<file path="src/sv/ahcc_pkg.sv">
`default_nettype none
package ahcc_pkg;

    localparam int ENTRIES = 512;
    localparam int IDX_W = $clog2(ENTRIES);
    localparam int TAG_W = 31;
    localparam int CNT_W = 16;
    localparam int SLOT_W = 9;
    localparam int STATUS_W = 3;
    localparam int CFG_IDX_W = 2;

    localparam logic [CNT_W-1:0] CNT_MIN = {1'b1, {(CNT_W-1){1'b0}}};
    localparam logic [CNT_W-1:0] CNT_MAX = {1'b0, {(CNT_W-1){1'b1}}};

    localparam logic [CFG_IDX_W-1:0] REG_AGE_THRESHOLD = 2'd0;
    localparam logic [CFG_IDX_W-1:0] REG_FILL_COUNT = 2'd1;

    localparam logic KIND_LOOKUP = 1'b0;
    localparam logic KIND_INVALIDATE = 1'b1;

    localparam logic [STATUS_W-1:0] ST_HIT = 3'd0;
    localparam logic [STATUS_W-1:0] ST_FILLED = 3'd1;
    localparam logic [STATUS_W-1:0] ST_NO_SLOT = 3'd2;
    localparam logic [STATUS_W-1:0] ST_INVALIDATED = 3'd3;
    localparam logic [STATUS_W-1:0] ST_NOT_PRESENT = 3'd4;

    typedef struct packed {
        logic [TAG_W-1:0] tag;
        logic valid;
        logic signed [CNT_W-1:0] count;
    } entry_t;

    typedef struct packed {
        logic pass2;
        logic kind;
        logic [TAG_W-1:0] key;
        logic found;
        logic [IDX_W-1:0] match_idx;
        logic vic_found;
        logic [IDX_W-1:0] victim;
        logic [IDX_W-1:0] idx;
        logic signed [CNT_W-1:0] threshold;
        logic signed [CNT_W-1:0] fill;
    } head_ctrl_t;

    typedef enum logic [3:0] {
        S_IDLE = 4'b0001,
        S_PASS1 = 4'b0010,
        S_PASS2 = 4'b0100,
        S_DONE = 4'b1000
    } state_t;

endpackage
`default_nettype wire

</file>
<file path="src/sv/ahcc_head.sv">
`default_nettype none
module ahcc_head
    import ahcc_pkg::*;
(
    input wire entry_t din,
    input wire head_ctrl_t ctrl,
    output entry_t dout,
    output logic hit,
    output logic vic
);

    logic signed [CNT_W-1:0] aged;

    always_comb
    begin
        aged = (din.count != CNT_MIN) ? din.count - CNT_W'(1) : din.count;
        dout = din;
        hit = 1'b0;
        vic = 1'b0;
        if (!ctrl.pass2)
        begin
            if (!ctrl.found)
            begin
                vic = !ctrl.vic_found && (din.count < ctrl.threshold);
                hit = din.valid && (din.tag == ctrl.key);
                if (hit)
                begin
                    if (ctrl.kind == KIND_INVALIDATE)
                    begin
                        dout.count = '0;
                    end
                    else if (din.count != CNT_MAX)
                    begin
                        dout.count = din.count + CNT_W'(1);
                    end
                end
                else
                begin
                    dout.count = aged;
                end
            end
        end
        else if (ctrl.kind == KIND_LOOKUP)
        begin
            if (ctrl.idx == ctrl.victim)
            begin
                dout.tag = ctrl.key;
                dout.valid = 1'b1;
                dout.count = ctrl.fill;
            end
        end
        else
        begin
            if (ctrl.idx < ctrl.match_idx)
            begin
                dout.count = aged;
            end
            else if (ctrl.idx == ctrl.match_idx && ctrl.threshold > 0)
            begin
                dout.valid = 1'b0;
            end
        end
    end

endmodule
`default_nettype wire

</file>
<file path="config.mk">
export PLATFORM = sky130hd
export DESIGN_NAME = ahcc_head
export DESIGN_NICKNAME = d
export VERILOG_FILES = /design/src/sv/ahcc_pkg.sv /design/src/sv/ahcc_head.sv
export SDC_FILE = /design/constraint.sdc
export NUM_CORES = 1
export LEC_CHECK = 0
export CAP_MARGIN = 20
export CELL_PAD_IN_SITES_DETAIL_PLACEMENT = 0
export CELL_PAD_IN_SITES_GLOBAL_PLACEMENT = 1
export CORE_AREA = 4 4 82 122
export DETAILED_ROUTE_END_ITERATION = 10
export DIE_AREA = 0 0 86 126
export DONT_BUFFER_PORTS = 1
export PLACE_DENSITY_LB_ADDON = 0.1
export SLEW_MARGIN = 20
export SYNTH_ARGS = -nofsm -noshare
export SYNTH_HDL_FRONTEND = slang
export SYNTH_SLANG_ARGS = --single-unit
export TNS_END_PERCENT = 50
</file>
<file path="constraint.sdc">
create_clock -name vclk -period 5.1
set_clock_uncertainty 0.15 [all_clocks]
set_input_delay 1.53 -clock vclk [all_inputs]
set_output_delay 1.53 -clock vclk [all_outputs]
set_load 0.02 [all_outputs]
</file>
# ---- Word-level counts from Yosys, hierarchy flattened
# Cells that the tools add are included.
dict set report totals {
  n_memories 0
  wordCells 31
  ram_bits 0
  latchBits 0
  out_inout_bits 50
  input_bits 142
  regBits 0
  mem_bits_ro 0
}
dict set report classes {
  n_div 0
  muxes 17
  n_lt_le_gt_ge 3
  n_reduce_logical 4
  n_mul 0
  n_addsub 2
  bitwise 0
  n_eq_ne 5
  shifts 0
}
# op n
set op_table {}
lappend op_table {{16-bit 2-to-1 mux} 7}
lappend op_table {{48-bit 2-to-1 mux} 1}
lappend op_table {{32-bit 2-to-1 mux} 1}
lappend op_table {{31-bit equality test} 1}
lappend op_table {{31-bit 2-to-1 mux} 1}
lappend op_table {{9-bit equality test} 2}
lappend op_table {{17-bit 2-to-1 mux} 1}
lappend op_table {{16-bit by 2-bit adder with 16-bit output (second input constant)} 1}
lappend op_table {{16-bit by 1-bit greater-than comparator with 1-bit output (second input constant)} 1}
lappend op_table {{16-bit less-than comparator} 1}
lappend op_table {{16-bit by 15-bit inequality test with 1-bit output (second input constant)} 1}
lappend op_table {{16-bit inequality test (second input constant)} 1}
lappend op_table {{16-bit by 2-bit subtractor with 16-bit output (second input constant)} 1}
lappend op_table {{9-bit less-than comparator} 1}
lappend op_table {{1-bit 2-to-1 mux} 6}
lappend op_table {{1-bit logical AND} 3}
lappend op_table {{1-bit logical NOT} 1}

# ---- Logic depth before layout (Yosys ltp)
dict set report depth {
  word_depth 6
  depth_mapped 10
  ltp_nobuf 9
}

# ---- Least setup slack after synthesis
# OpenSTA, ideal clock, no wires.
dict set report synth_timing {
  path_type {in2out}
  startpoint {input din[0] (netlist name)}
  endpoint {output dout[5] (netlist name)}
  path_buffers 1
  arrival_ns 3.692
  setup_slack_ns -0.272
  required_ns 3.420
  cell_stages 10
  cell_sequence {clkbuf_1 > inv_1 > ha_1 > and4bb_2 > and4_1 > or3_1 > nor3_2 > xor2_1 > o221ai_1 > a31oi_1}
}
# item line
set synth_lines {}
lappend synth_lines {{start: declaration} ahcc_head.sv:5} ;# input wire entry_t din,
lappend synth_lines {{end: declaration} ahcc_head.sv:7} ;# output entry_t dout,

==> summary.md <==
| Metric | Value |
|---|---|
| Compound-cell area share of the yosys netlist | between 20% and 30% |
| Worst endpoint data arrival time | approximately 3400 ps |
| GP Congestion | 0.8809 |
| Router iterations before antenna repair | 4 |
| Number of global-route vias before repair | 4318 |
| Antenna violations before repair | 0 |
| TNS Setup | 0 ps |
| Most frequent cells in the layout | buf_4, xnor2_1, mux2_2, nand2_1 |
| Startpoint Class | primary input |
| CP Class | in -> out |
| Chip Height | 126 um |
| Multi-input logic area | around 3600 um2 |
| Clock buffers | 0 |
| Crit Path Max Fanout | 10 |
| WL/cell | 21.98 um |
| Core Area | 8881 um2 |
| Post-DP HPWL | 11.42 mm |
| Final hold violations | 0 |
| Global Route Usage Sum | between 20% and 30% |
| Synth-to-Final Area Change | 20.62% |
| Placed cell area | 4084 um2 |
| Largest family of logic cells by synthesized area | simple AND/OR/NAND/NOR gates |
| Seq cells | 0 |
| # hold bufs at CTS | 0 |
| Register area share after synthesis | 0% |
| Vias per Instance | approximately 6.4 |
| Rows | 42 |
| DR vias | 4132 |
| Finished Layout Cells | approximately 640 |
| Final wirelength | 14.11 mm |
| Initial core utilization | 41.21% |
| CP endpoint kind | output pin |
| Die area | ~11000 um2 |
| Synth warn | 0 |
| Hold Path Class | in -> out |
| Simple-Gate Fraction of Synth Area | 33.06% |
| Fin crit share | 98.78% |
| Max-Slew Margin vs Limit | 48.32% |
| Design area | 4414 um2 |
| Largest net degree at the start of global routing | 32 |
| DRT iter0 DRCs | roughly 280 |
| Num ports | 192 |
| Commonest non-fill, non-tap cell in the layout | buf_4 |
| Synthesized area | 3660 um2 |
| Final setup viols | 0 |
| Status | completed |
| Post-route ant nets | 0 |
| Storage element area | 0 um2 |
| First-pass GRT wire length | 21.69 mm |
| Port bufs | 0 |
| Synth Area in XOR/XNOR | 13.40% |
| PD cells | between 60 and 70 nW/um2 |
| Final min period | 5038 ps |
| Ant. Diodes | 0 |
| F_max | 0.1985 GHz |
| Pleak | 1.605 nW |
| RSZ-0062 raised after global routing | yes |
| Syn_nets | 684 |
| Peak supply drop | 0.03250 mV |
| Fraction of layout cells with a size suffix above 1 | between 20% and 30% |
| Max capacitance violation total | 0 |
| Inst Count DP | 637 |
| Fillers | 955 |
| Grt total ovfl | 0 |
| Synth unique cells | ~70 |
| Fin. max-slew vios | 0 |
| Drc violations | 0 |
| Post-synthesis mux area share | between 10% and 20% |
| Die outline width | 86 um |
| Worst-margin pin slew | 775.1 ps |
| Mean Syn Cell Area | a little over 7 um2 |
| CP required | 3420 ps |
| Post-synthesis cell count | 515 |
| Nets | 703 |
| Synth Area in Adders | a little under a tenth |
==> critical path, cell delays in order <==
cell and delay [ps]:
or4_1 590, nor2_2 190, o211ai_4 150, nor3_2 140, mux2_1 340, a21oi_1 150, a31oi_1 100, buf_4 180
==> power by group <==
| group | internal, mW | switching, mW |
|---|---|---|
| combinational | 0.131 | 0.150 |
| clock | 0 | 0 |
| sequential | 0 | 0 |
==> worst paths after layout <==
kind                 start  cells past startpoint       end  slack, ps
setup / recovery   din[11]                      8  dout[15]         60
hold / removal    ctrl[50]                      2       vic       3080
==> stage by stage <==
step	setup WS [ps]	hold slack, ps	power, mW	utilization, %
after global placement	-26.10	3083	0.2562	45.98
after CTS	0.9870	3083	0.2605	46.15
after floorplan	-22.01	2999	0.2220	-
final	62.21	3083	0.2808	49.70
after detailed placement	-23.81	3083	0.2586	45.98
after global routing	-30.72	3087	0.3064	49.70
==> per-layer routing <==
layer  track usage (%)  wire [um]
met4             5.312        316
met2             48.84       7782
met1             25.80       4865
met5                 0          0
met3             4.118       1144
==> synth_stat cells (all sizes together) (2+ instances only) <==
cell type / number / area, um2
inv: 32 / 120.1
nor4: 18 / 210.2
a2111oi: 2 / 17.52
nand4b: 2 / 17.52
and3: 2 / 12.51
nand4: 31 / 209.0
nand3: 22 / 110.1
nand2b: 5 / 31.28
o21ai: 23 / 115.1
nor3: 24 / 135.1
a221oi: 2 / 17.52
buf: 15 / 81.33
a21oi: 32 / 160.2
o221ai: 2 / 17.52
a31oi: 9 / 56.30
a22oi: 2 / 15.01
o31ai: 2 / 15.01
mux2i: 16 / 160.2
nor2b: 2 / 12.51
or4: 4 / 37.53
xor2: 11 / 96.34
mux2: 38 / 427.9
nor3b: 2 / 20.02
a41oi: 3 / 26.28
a211oi: 3 / 22.52
o211a: 2 / 20.02
nand3b: 7 / 52.55
clkbuf: 24 / 90.09
a21o: 10 / 75.07
or3: 4 / 25.02
o211ai: 6 / 58.81
nor4b: 2 / 32.53
xnor2: 45 / 394.1
nand2: 33 / 123.9
o2111ai: 2 / 17.52
nor2: 30 / 125.1
ha: 27 / 337.8
==> cells by family (layout without fill, tap and decap cells) <==
logic type      count (synthesis)  in the layout
simple gates                  194            194
compound gates                112            112
buf+inv                        72             89
mux                            54             54
xor+xnor                       56             56
fa+ha+maj                      27             27
==> what timing repair did <==
action	in CTS	in global routing
cloned	0	1
pin swaps	0	22
buffers inserted	0	4
endpoints found under the setup margin	6	17
resized for setup	2	53
==> final cells by class <==
cell class / count / area share, %
inverter: 33 / 2.920
multi-input combinational: 443 / 82.65
tap: 110 / 3.118
timing repair buffer: 56 / 11.31
Power figures use the tool's default switching activity.
