==> src/sv/ahcc_pkg.sv <==
`default_nettype none
package ahcc_pkg;

    localparam int ENTRIES = 512;
    localparam int IDX_W = $clog2(ENTRIES);
    localparam int TAG_W = 31;
    localparam int CNT_W = 16;
    localparam int SLOT_W = 9;
    localparam int STATUS_W = 3;
    localparam int CFG_IDX_W = 2;

    localparam logic [CNT_W-1:0] CNT_MIN = {1'b1, {(CNT_W-1){1'b0}}};
    localparam logic [CNT_W-1:0] CNT_MAX = {1'b0, {(CNT_W-1){1'b1}}};

    localparam logic [CFG_IDX_W-1:0] REG_AGE_THRESHOLD = 2'd0;
    localparam logic [CFG_IDX_W-1:0] REG_FILL_COUNT = 2'd1;

    localparam logic KIND_LOOKUP = 1'b0;
    localparam logic KIND_INVALIDATE = 1'b1;

    localparam logic [STATUS_W-1:0] ST_HIT = 3'd0;
    localparam logic [STATUS_W-1:0] ST_FILLED = 3'd1;
    localparam logic [STATUS_W-1:0] ST_NO_SLOT = 3'd2;
    localparam logic [STATUS_W-1:0] ST_INVALIDATED = 3'd3;
    localparam logic [STATUS_W-1:0] ST_NOT_PRESENT = 3'd4;

    typedef struct packed {
        logic [TAG_W-1:0] tag;
        logic valid;
        logic signed [CNT_W-1:0] count;
    } entry_t;

    typedef struct packed {
        logic pass2;
        logic kind;
        logic [TAG_W-1:0] key;
        logic found;
        logic [IDX_W-1:0] match_idx;
        logic vic_found;
        logic [IDX_W-1:0] victim;
        logic [IDX_W-1:0] idx;
        logic signed [CNT_W-1:0] threshold;
        logic signed [CNT_W-1:0] fill;
    } head_ctrl_t;

    typedef enum logic [3:0] {
        S_IDLE = 4'b0001,
        S_PASS1 = 4'b0010,
        S_PASS2 = 4'b0100,
        S_DONE = 4'b1000
    } state_t;

endpackage
`default_nettype wire

==> src/sv/ahcc_cell.sv <==
`default_nettype none
module ahcc_cell
    import ahcc_pkg::*;
(
    input wire logic clk,
    input wire logic rst_n,
    input wire logic shift,
    input wire entry_t din,
    output entry_t dout
);

    logic [TAG_W-1:0] tag_reg;
    logic valid_reg;
    logic signed [CNT_W-1:0] count_reg;

    always_ff @(posedge clk or negedge rst_n)
    begin
        if (!rst_n)
        begin
            valid_reg <= 1'b0;
            count_reg <= '0;
        end
        else if (shift)
        begin
            valid_reg <= din.valid;
            count_reg <= din.count;
        end
    end

    always_ff @(posedge clk)
    begin
        if (shift)
        begin
            tag_reg <= din.tag;
        end
    end

    assign dout.tag = tag_reg;
    assign dout.valid = valid_reg;
    assign dout.count = count_reg;

endmodule
`default_nettype wire

==> config.mk <==
export PLATFORM = sky130hd
export DESIGN_NAME = ahcc_cell
export DESIGN_NICKNAME = d
export VERILOG_FILES = /design/src/sv/ahcc_pkg.sv /design/src/sv/ahcc_cell.sv
export SDC_FILE = /design/constraint.sdc
export NUM_CORES = 1
export LEC_CHECK = 0
export ABC_AREA = 1
export BUFFER_PORTS_ARGS = -buffer_cell sky130_fd_sc_hd__buf_4
export CAP_MARGIN = 0
export CORE_MARGIN = 1.5
export CORE_UTILIZATION = 38
export CTS_CLUSTER_SIZE = 12
export DETAILED_ROUTE_END_ITERATION = 6
export PLACE_DENSITY = 0.75
export SETUP_SLACK_MARGIN = 0.3
export SYNTH_ARGS = -nofsm -noshare
export SYNTH_HDL_FRONTEND = slang
export SYNTH_SLANG_ARGS = --single-unit
==> constraint.sdc <==
create_clock -name clk -period 0.8 [get_ports clk]
set_input_delay 0.12 -clock clk [delete_from_list [all_inputs] [get_ports clk]]
set_output_delay 0.12 -clock clk [all_outputs]
set_load 0.01 [all_outputs]
# After elaboration in Yosys (flattened, before gate mapping)

Cells that the tools add are included.

Bits in registers: 48
Word-level logic and storage cells: 3
Input bits: 51
Output and inout port bits: 48

# Logic depth before layout (Yosys ltp)

Gate-level depths: netlist of the first run.

Word-level depth: 0
Gate-level depth with buffers: 5
Depth with buffers taken out: 3

# Worst setup path before layout of the first run

No wires, ideal clock.

Kind: register to register
Start: register, netlist name count_reg[12]
End: register count_reg[12]
Clock period less this slack: 0.622 ns
Stages on the path, launching flop included: 3
Arrival: 0.505 ns
Setup time: 0.116 ns
Setup slack: 0.178 ns
Cell sequence: dfrtp_1 > nand2_2 > nand2_1

RTL lines:

| what                   | RTL line        | source |
|---|---|---|
| end signal: assignment | ahcc_cell.sv:26 | `count_reg <= din.count;` |
| end: declaration       | ahcc_cell.sv:14 | `logic signed [CNT_W-1:0] count_reg;` |

# Worst setup path after layout of the first run

Start: register tag_reg[10]
End: output port dout[27] (netlist name)

RTL lines:

| what                     | RTL line        | source |
|---|---|---|
| start: declaration       | ahcc_cell.sv:12 | `logic [TAG_W-1:0] tag_reg;` |
| start signal: assignment | ahcc_cell.sv:34 | `tag_reg <= din.tag;` |
| end: declaration         | ahcc_cell.sv:9  | `output entry_t dout` |

No word-level cell between the ends.

==> results of run 1 <==
==> power by group through the flow <==
stage	sequential [mW]	combinational, mW	clock (mW)
floorplan	3.10	0.125	0
global placement	2.99	0.770	0
detailed placement	3.00	0.792	0
CTS	2.97	0.939	1.75
global route	3.01	1.13	1.85
finish	2.99	1.05	1.70
==> logic make-up after synthesis <==
| logic type | count (synthesis) | synth area share, % |
|---|---|---|
| AND/OR/NAND/NOR | 51 | 12.6 |
| flip-flops | 48 | 83.8 |
| buffers and inverters | 5 | 3.63 |
==> per-layer routing <==
layer | part of all wire [%] | wire length, um | GRT usage, %
met5 | 0 | 0 | 0
met4 | 1.4 | 54 | 6.00
met3 | 8.9 | 345 | 7.57
met2 | 54 | 2070 | 28.5
met1 | 36 | 1390 | 18.9
==> worst paths after layout <==
check                                      endpoint                      from  cells after the start  slack (ns)
max in group asynchronous  count_reg[1]$_DFFE_PN0P_                     rst_n                      2        0.39
min in group asynchronous  count_reg[8]$_DFFE_PN0P_                     rst_n                      2        0.23
hold reg to reg            count_reg[8]$_DFFE_PN0P_  count_reg[8]$_DFFE_PN0P_                      2        0.50
setup / recovery                           dout[27]     tag_reg[10]$_DFFE_PP_                      1       -0.18
setup reg to reg           count_reg[4]$_DFFE_PN0P_  count_reg[4]$_DFFE_PN0P_                      4       -0.03
hold / removal                 tag_reg[8]$_DFFE_PP_                   din[25]                      1      -0.007
==> cell usage in the layout (no fill, tap or decap) <==
cell type	netlist	routed
buf_12	0	2
buf_4	1	51
buf_6	1	61
bufinv_16	0	1
clkbuf_1	0	1
clkbuf_8	1	5
clkinv_2	0	1
dfrtp_1	17	17
dlygate4sd3_1	0	1
edfxtp_1	31	31
inv_8	1	1
nand2_1	46	43
nand2_2	5	6
nand2_4	0	2
==> stage by stage <==
| stage | worst slack (ns) | util [%] | power [mW] | hold slack, ns |
|---|---|---|---|---|
| after global placement | 0.0446 | 59.6 | 3.76 | -0.00712 |
| after global routing | -0.216 | 71.0 | 5.99 | -0.0279 |
| after detailed placement | 0.0257 | 59.6 | 3.79 | -0.00340 |
| after CTS | -0.198 | 67.2 | 5.66 | -0.0171 |
| final | -0.184 | 71.0 | 5.74 | -0.00688 |
| after floorplan | 0.192 | - | 3.22 | -0.176 |
==> area by class of cell <==
cell class / instances / area [um2] / area share (%)
repair buffers: 115 / 1120 / 38.9
clock buffers: 6 / 72.6 / 2.52
clock inverters: 2 / 35.0 / 1.22
inverters: 1 / 11.3 / 0.391
flip-flops and latches: 48 / 1360 / 47.1
well taps: 50 / 62.6 / 2.17
multi-input cells: 51 / 221 / 7.69
==> repair_timing <==
item	CTS	global route
setup endpoints to repair	65	65
gates resized for setup	38	28
endpoints found under the hold margin	48	31
setup buffers	7	6
==> flow_summary.json, run 1 <==
{
  "cp-end-kind": "output port",
  "crit_arrival_ns": 0.86,
  "grt_pass1_wl_um": 5530,
  "netlist.area_leader.share_pct": 57.5,
  "worstSetupStartpointType": "register",
  "ys_top_cells_by_count": "nand2_1, edfxtp_1, dfrtp_1, nand2_2",
  "synth_edf_count": 31,
  "fillers": 288,
  "die_w_um": 68.3,
  "ys_ff_latch": 48,
  "seqPwrFrac_pct": 52.1,
  "worstPathRequired_ns": 0.68,
  "grt_usage_pct": 16.9,
  "p_sw_mw": 1.27,
  "async_reset_ff_share_pct": 35.4,
  "core-area_um2": 4060,
  "place_congestion": 0.711,
  "syn_inst": 104,
  "post_drt_wl_per_cell_um": 14.2,
  "violations": "negative hold slack, negative setup slack",
  "clockBufferDepth": 2,
  "internal_power_mw": 4.47,
  "synthTopCellsByArea": "edfxtp_1, dfrtp_1, nand2_1, nand2_2, buf_8",
  "crit_family": "flip-flops",
  "finalNonFillerCells": 273,
  "place_area_um2": 2420,
  "hold_class": "primary input to register",
  "drt-total-wl_um": 3860,
  "worst_slack_ns": -0.184,
  "dp.cells": 251,
  "fin_worst_skew_ns": 0,
  "insertion_delay_ns": 0.29,
  "hold_violations": 19,
  "synth_warnings": 0,
  "yosysTopAreaCell": "edfxtp_1",
  "crit_path_cell_trace": "buf_6",
  "postCtsHoldBufs": 1,
  "clock_sinks": 48,
  "antenna_left": 0,
  "setup_viol": 54,
  "worstSetupPathType": "register to output port",
  "grt_pass1_vias": 1216,
  "fin_tns_setup_ns": -7.02,
  "synth_cell_types": 9,
  "cts_buffers": 5,
  "final_max_slew_viol_count": 0,
  "nNetsFinal": 273,
  "hold_ws_ns": -0.00688,
  "switching_share_pct": 22.1,
  "start_util_pct": 39.9,
  "first_iter_violations": 85,
  "cts_max_level": 2,
  "power_frac_comb_pct": 18.2,
  "dpl.hpwl_um": 2670,
  "maxCapViolations": 0,
  "avgSynthCellArea_um2": 15.6,
  "final_area_um2": 2880,
  "cts_tree": "built",
  "drive_gt1_share_pct": 58.3,
  "drt_pass1_iterations": 4,
  "drc": 0,
  "gr-total-overflow": 0,
  "route.vias.total": 1200,
  "syn_nets": 155,
  "synth_most_common_cell": "nand2_1",
  "placementRows": 23,
  "io_buffers": 98,
  "p_leak_nw": 1.37,
  "io-pin-count": 99,
  "yosysSeqAreaShare_pct": 83.8,
  "worst-path-buf-inv": 1,
  "worst_slew_pin_slew_ns": 0.221,
  "syn2layout_area_growth_pct": 77.8,
  "routed_via_density": 4.40,
  "min_period_over_period_pct": 123,
  "ir_drop_v": 0.00129,
  "grt_start_max_net_pins": 22,
  "period_needed_ns": 0.984,
  "largest_register_ffs": 31,
  "cts_root_buf": "clkbuf_8",
  "synth_top_flop_cell": "edfxtp_1",
  "die_area_um2": 4660,
  "status": "finished, violations left",
  "clkTransAtPathRegs_ns": 0.09,
  "relSlewSlack_pct": 85.3,
  "p_per_area_nw_per_um2": 1990,
  "max_freq_ghz": 1.02,
  "cp_max_fo": 1,
  "num_antenna_cells": 0,
  "die_h_um": 68.3,
  "antenna_found_initial": 0,
  "power_frac_clock_pct": 29.7,
  "cp_slowest_stage_delay_ns": 0.42,
  "syn_area_um2": 1620,
  "cp_slowest_cell": "edfxtp_1",
  "rsz0062_at_grt": "yes"
}
(Power assumes the default switching activity.)
==> run 2: changes to the inputs <==
--- a/config.mk
+++ b/config.mk
@@ -8,11 +8,12 @@
 export ABC_AREA = 1
 export BUFFER_PORTS_ARGS = -buffer_cell sky130_fd_sc_hd__buf_4
 export CAP_MARGIN = 0
+export CORE_ASPECT_RATIO = 0.75
 export CORE_MARGIN = 1.5
 export CORE_UTILIZATION = 38
 export CTS_CLUSTER_SIZE = 12
 export DETAILED_ROUTE_END_ITERATION = 6
-export PLACE_DENSITY = 0.75
+export PLACE_DENSITY = 0.84
 export SETUP_SLACK_MARGIN = 0.3
 export SYNTH_ARGS = -nofsm -noshare
 export SYNTH_HDL_FRONTEND = slang
==> run 2 against run 1 <==
Against the previous run:
- the run still ends with negative hold slack, negative setup slack left
- routed wire length up 2.1%
- critical path type unchanged
- die area about the same
- design area is 0.39% higher
- combinational power hardly changed
- critical endpoint is now dout[0]
- clock power is 9% lower
- register-to-register slack about the same
- clock skew unchanged
- clock-buffer cell count up 1
==> flow_summary.json, run 2 (synthesis results as in run 1) <==
{
  "ir_drop_v": 0.00132,
  "cts_root_buf": "clkbuf_8",
  "nNetsFinal": 274,
  "clkTransAtPathRegs_ns": 0.08,
  "place_congestion": 0.704,
  "p_per_area_nw_per_um2": 1940,
  "grt_pass1_wl_um": 5380,
  "post_drt_wl_per_cell_um": 14.1,
  "setup_viol": 52,
  "crit_family": "flip-flops",
  "placementRows": 20,
  "crit_arrival_ns": 0.84,
  "fillers": 291,
  "drive_gt1_share_pct": 60.7,
  "first_iter_violations": 36,
  "die_h_um": 59.5,
  "rsz0062_at_grt": "yes",
  "min_period_over_period_pct": 121,
  "grt_usage_pct": 15.6,
  "worst-r2r-cell-count": 4,
  "min_from": "din[17]",
  "maxCapViolations": 0,
  "die_area_um2": 4670,
  "num_antenna_cells": 0,
  "hold_ws_ns": -0.00158,
  "syn2layout_area_growth_pct": 78.5,
  "r2r-end": "count_reg[14]$_DFFE_PN0P_",
  "met2_usage_pct": 25.8,
  "violations": "negative hold slack, negative setup slack",
  "worstPathRequired_ns": 0.68,
  "layout_commonest_cell": "buf_6",
  "clock_sinks": 48,
  "relSlewSlack_pct": 85.1,
  "grt_util_met3_pct": 3.69,
  "final_max_slew_viol_count": 0,
  "reg2reg_slack_ns": -0.04,
  "cts_tree": "built",
  "cts_max_level": 2,
  "place_area_um2": 2420,
  "core-area_um2": 4080,
  "cts_buffers": 5,
  "largest_register_ffs": 31,
  "max_freq_ghz": 1.04,
  "final_cell_mix": "buf_6, buf_4, nand2_1",
  "status": "finished, violations left",
  "top_usage_layer": "met2",
  "hold_depth": 1,
  "io-pin-count": 99,
  "route.vias.total": 1222,
  "period_needed_ns": 0.964,
  "grt_pass1_vias": 1162,
  "cp_slowest_stage_delay_ns": 0.42,
  "timing.rr.start": "count_reg[14]$_DFFE_PN0P_",
  "clockBufferDepth": 2,
  "p_leak_nw": 1.38,
  "cp_slowest_cell": "dfrtp_1",
  "min_to": "tag_reg[0]$_DFFE_PP_",
  "antenna_left": 0,
  "gr-usage-met1_pct": 20.1,
  "worst_slack_ns": -0.164,
  "worstSetupPathType": "register to output port",
  "seq_area_um2": 1360,
  "final_area_um2": 2890,
  "insertion_delay_ns": 0.29,
  "antenna_found_initial": 0,
  "start_util_pct": 39.7,
  "cp-end-kind": "output port",
  "die_w_um": 78.4,
  "dpl.hpwl_um": 2670,
  "routed_via_density": 4.38,
  "grt_start_max_net_pins": 24,
  "fin_worst_skew_ns": 0,
  "hold_class": "primary input to register",
  "drc": 0,
  "hold_violations": 3,
  "worst_slew_pin_slew_ns": 0.223,
  "postCtsHoldBufs": 1,
  "gr-total-overflow": 0,
  "drt_pass1_iterations": 4,
  "worstSetupStartpointType": "register",
  "cp_max_fo": 2,
  "crit_path_cell_trace": "buf_6",
  "io_buffers": 98,
  "drt-total-wl_um": 3940,
  "multiInputGateArea_um2": 239,
  "worst-path-buf-inv": 1,
  "final_core_util_pct": 70.9
}
-- run 2: worst max path at each step --
| stage | start | end | slack (ns) | cells past startpoint |
|---|---|---|---|---|
| 6_report | count_reg[0]$_DFFE_PN0P_ | dout[0] | -0.16 | 1 |
| 5_1_grt | tag_reg[0]$_DFFE_PP_ | dout[17] | -0.20 | 1 |
| 4_1_cts | tag_reg[28]$_DFFE_PP_ | dout[45] | -0.16 | 1 |
| 3_5_place_dp | shift | count_reg[0]$_DFFE_PN0P_ | 0.04 | 5 |
| 3_3_place_gp | shift | tag_reg[7]$_DFFE_PP_ | 0.08 | 2 |
| 2_1_floorplan | count_reg[12]$_DFFE_PN0P_ | count_reg[12]$_DFFE_PN0P_ | 0.19 | 2 |
-- run 2: final cells by class --
cell class,count,area share [%]
inverter,1,0.390
clock buffer,7,3.38
multi-input combinational,51,8.27
tap,55,2.38
clock inverter,1,0.173
timing repair buffer,116,38.5
sequential,48,46.9
-- run 2: power by group --
group,switching (mW),internal (mW),total (mW)
Combinational,0.394,0.675,1.07
Clock,0.740,0.802,1.54
Sequential,0.118,2.87,2.98
Total,1.25,4.34,5.59
-- run 2: per-layer routing --
layer / part of all wire [%] / routed length, um
met1: 38 / 1500
met5: 0 / 0
met2: 54 / 2140
met3: 5.8 / 227
met4: 1.9 / 76
-- run 2: per-stage QoR --
stage	total power [mW]	worst slack [ns]	TNS (ns)	std cells	hold slack [ns]
2_1_floorplan	3.22	0.192	0	104	-0.176
3_3_place_gp	3.77	0.0807	0	256	-0.00445
3_5_place_dp	3.79	0.0435	0	256	-0.00141
4_1_cts	5.50	-0.161	-6.91	271	-0.0122
5_1_grt	5.84	-0.200	-8.22	279	-0.0202
6_report	5.59	-0.164	-6.50	279	-0.00158
-- run 2: what timing repair did --
action                                  CTS  global route
endpoints found under the setup margin   65            65
gates resized for setup                  37            31
buffers inserted                          6             8
hold endpoints to repair                 42            30
pin swaps                                 0             4
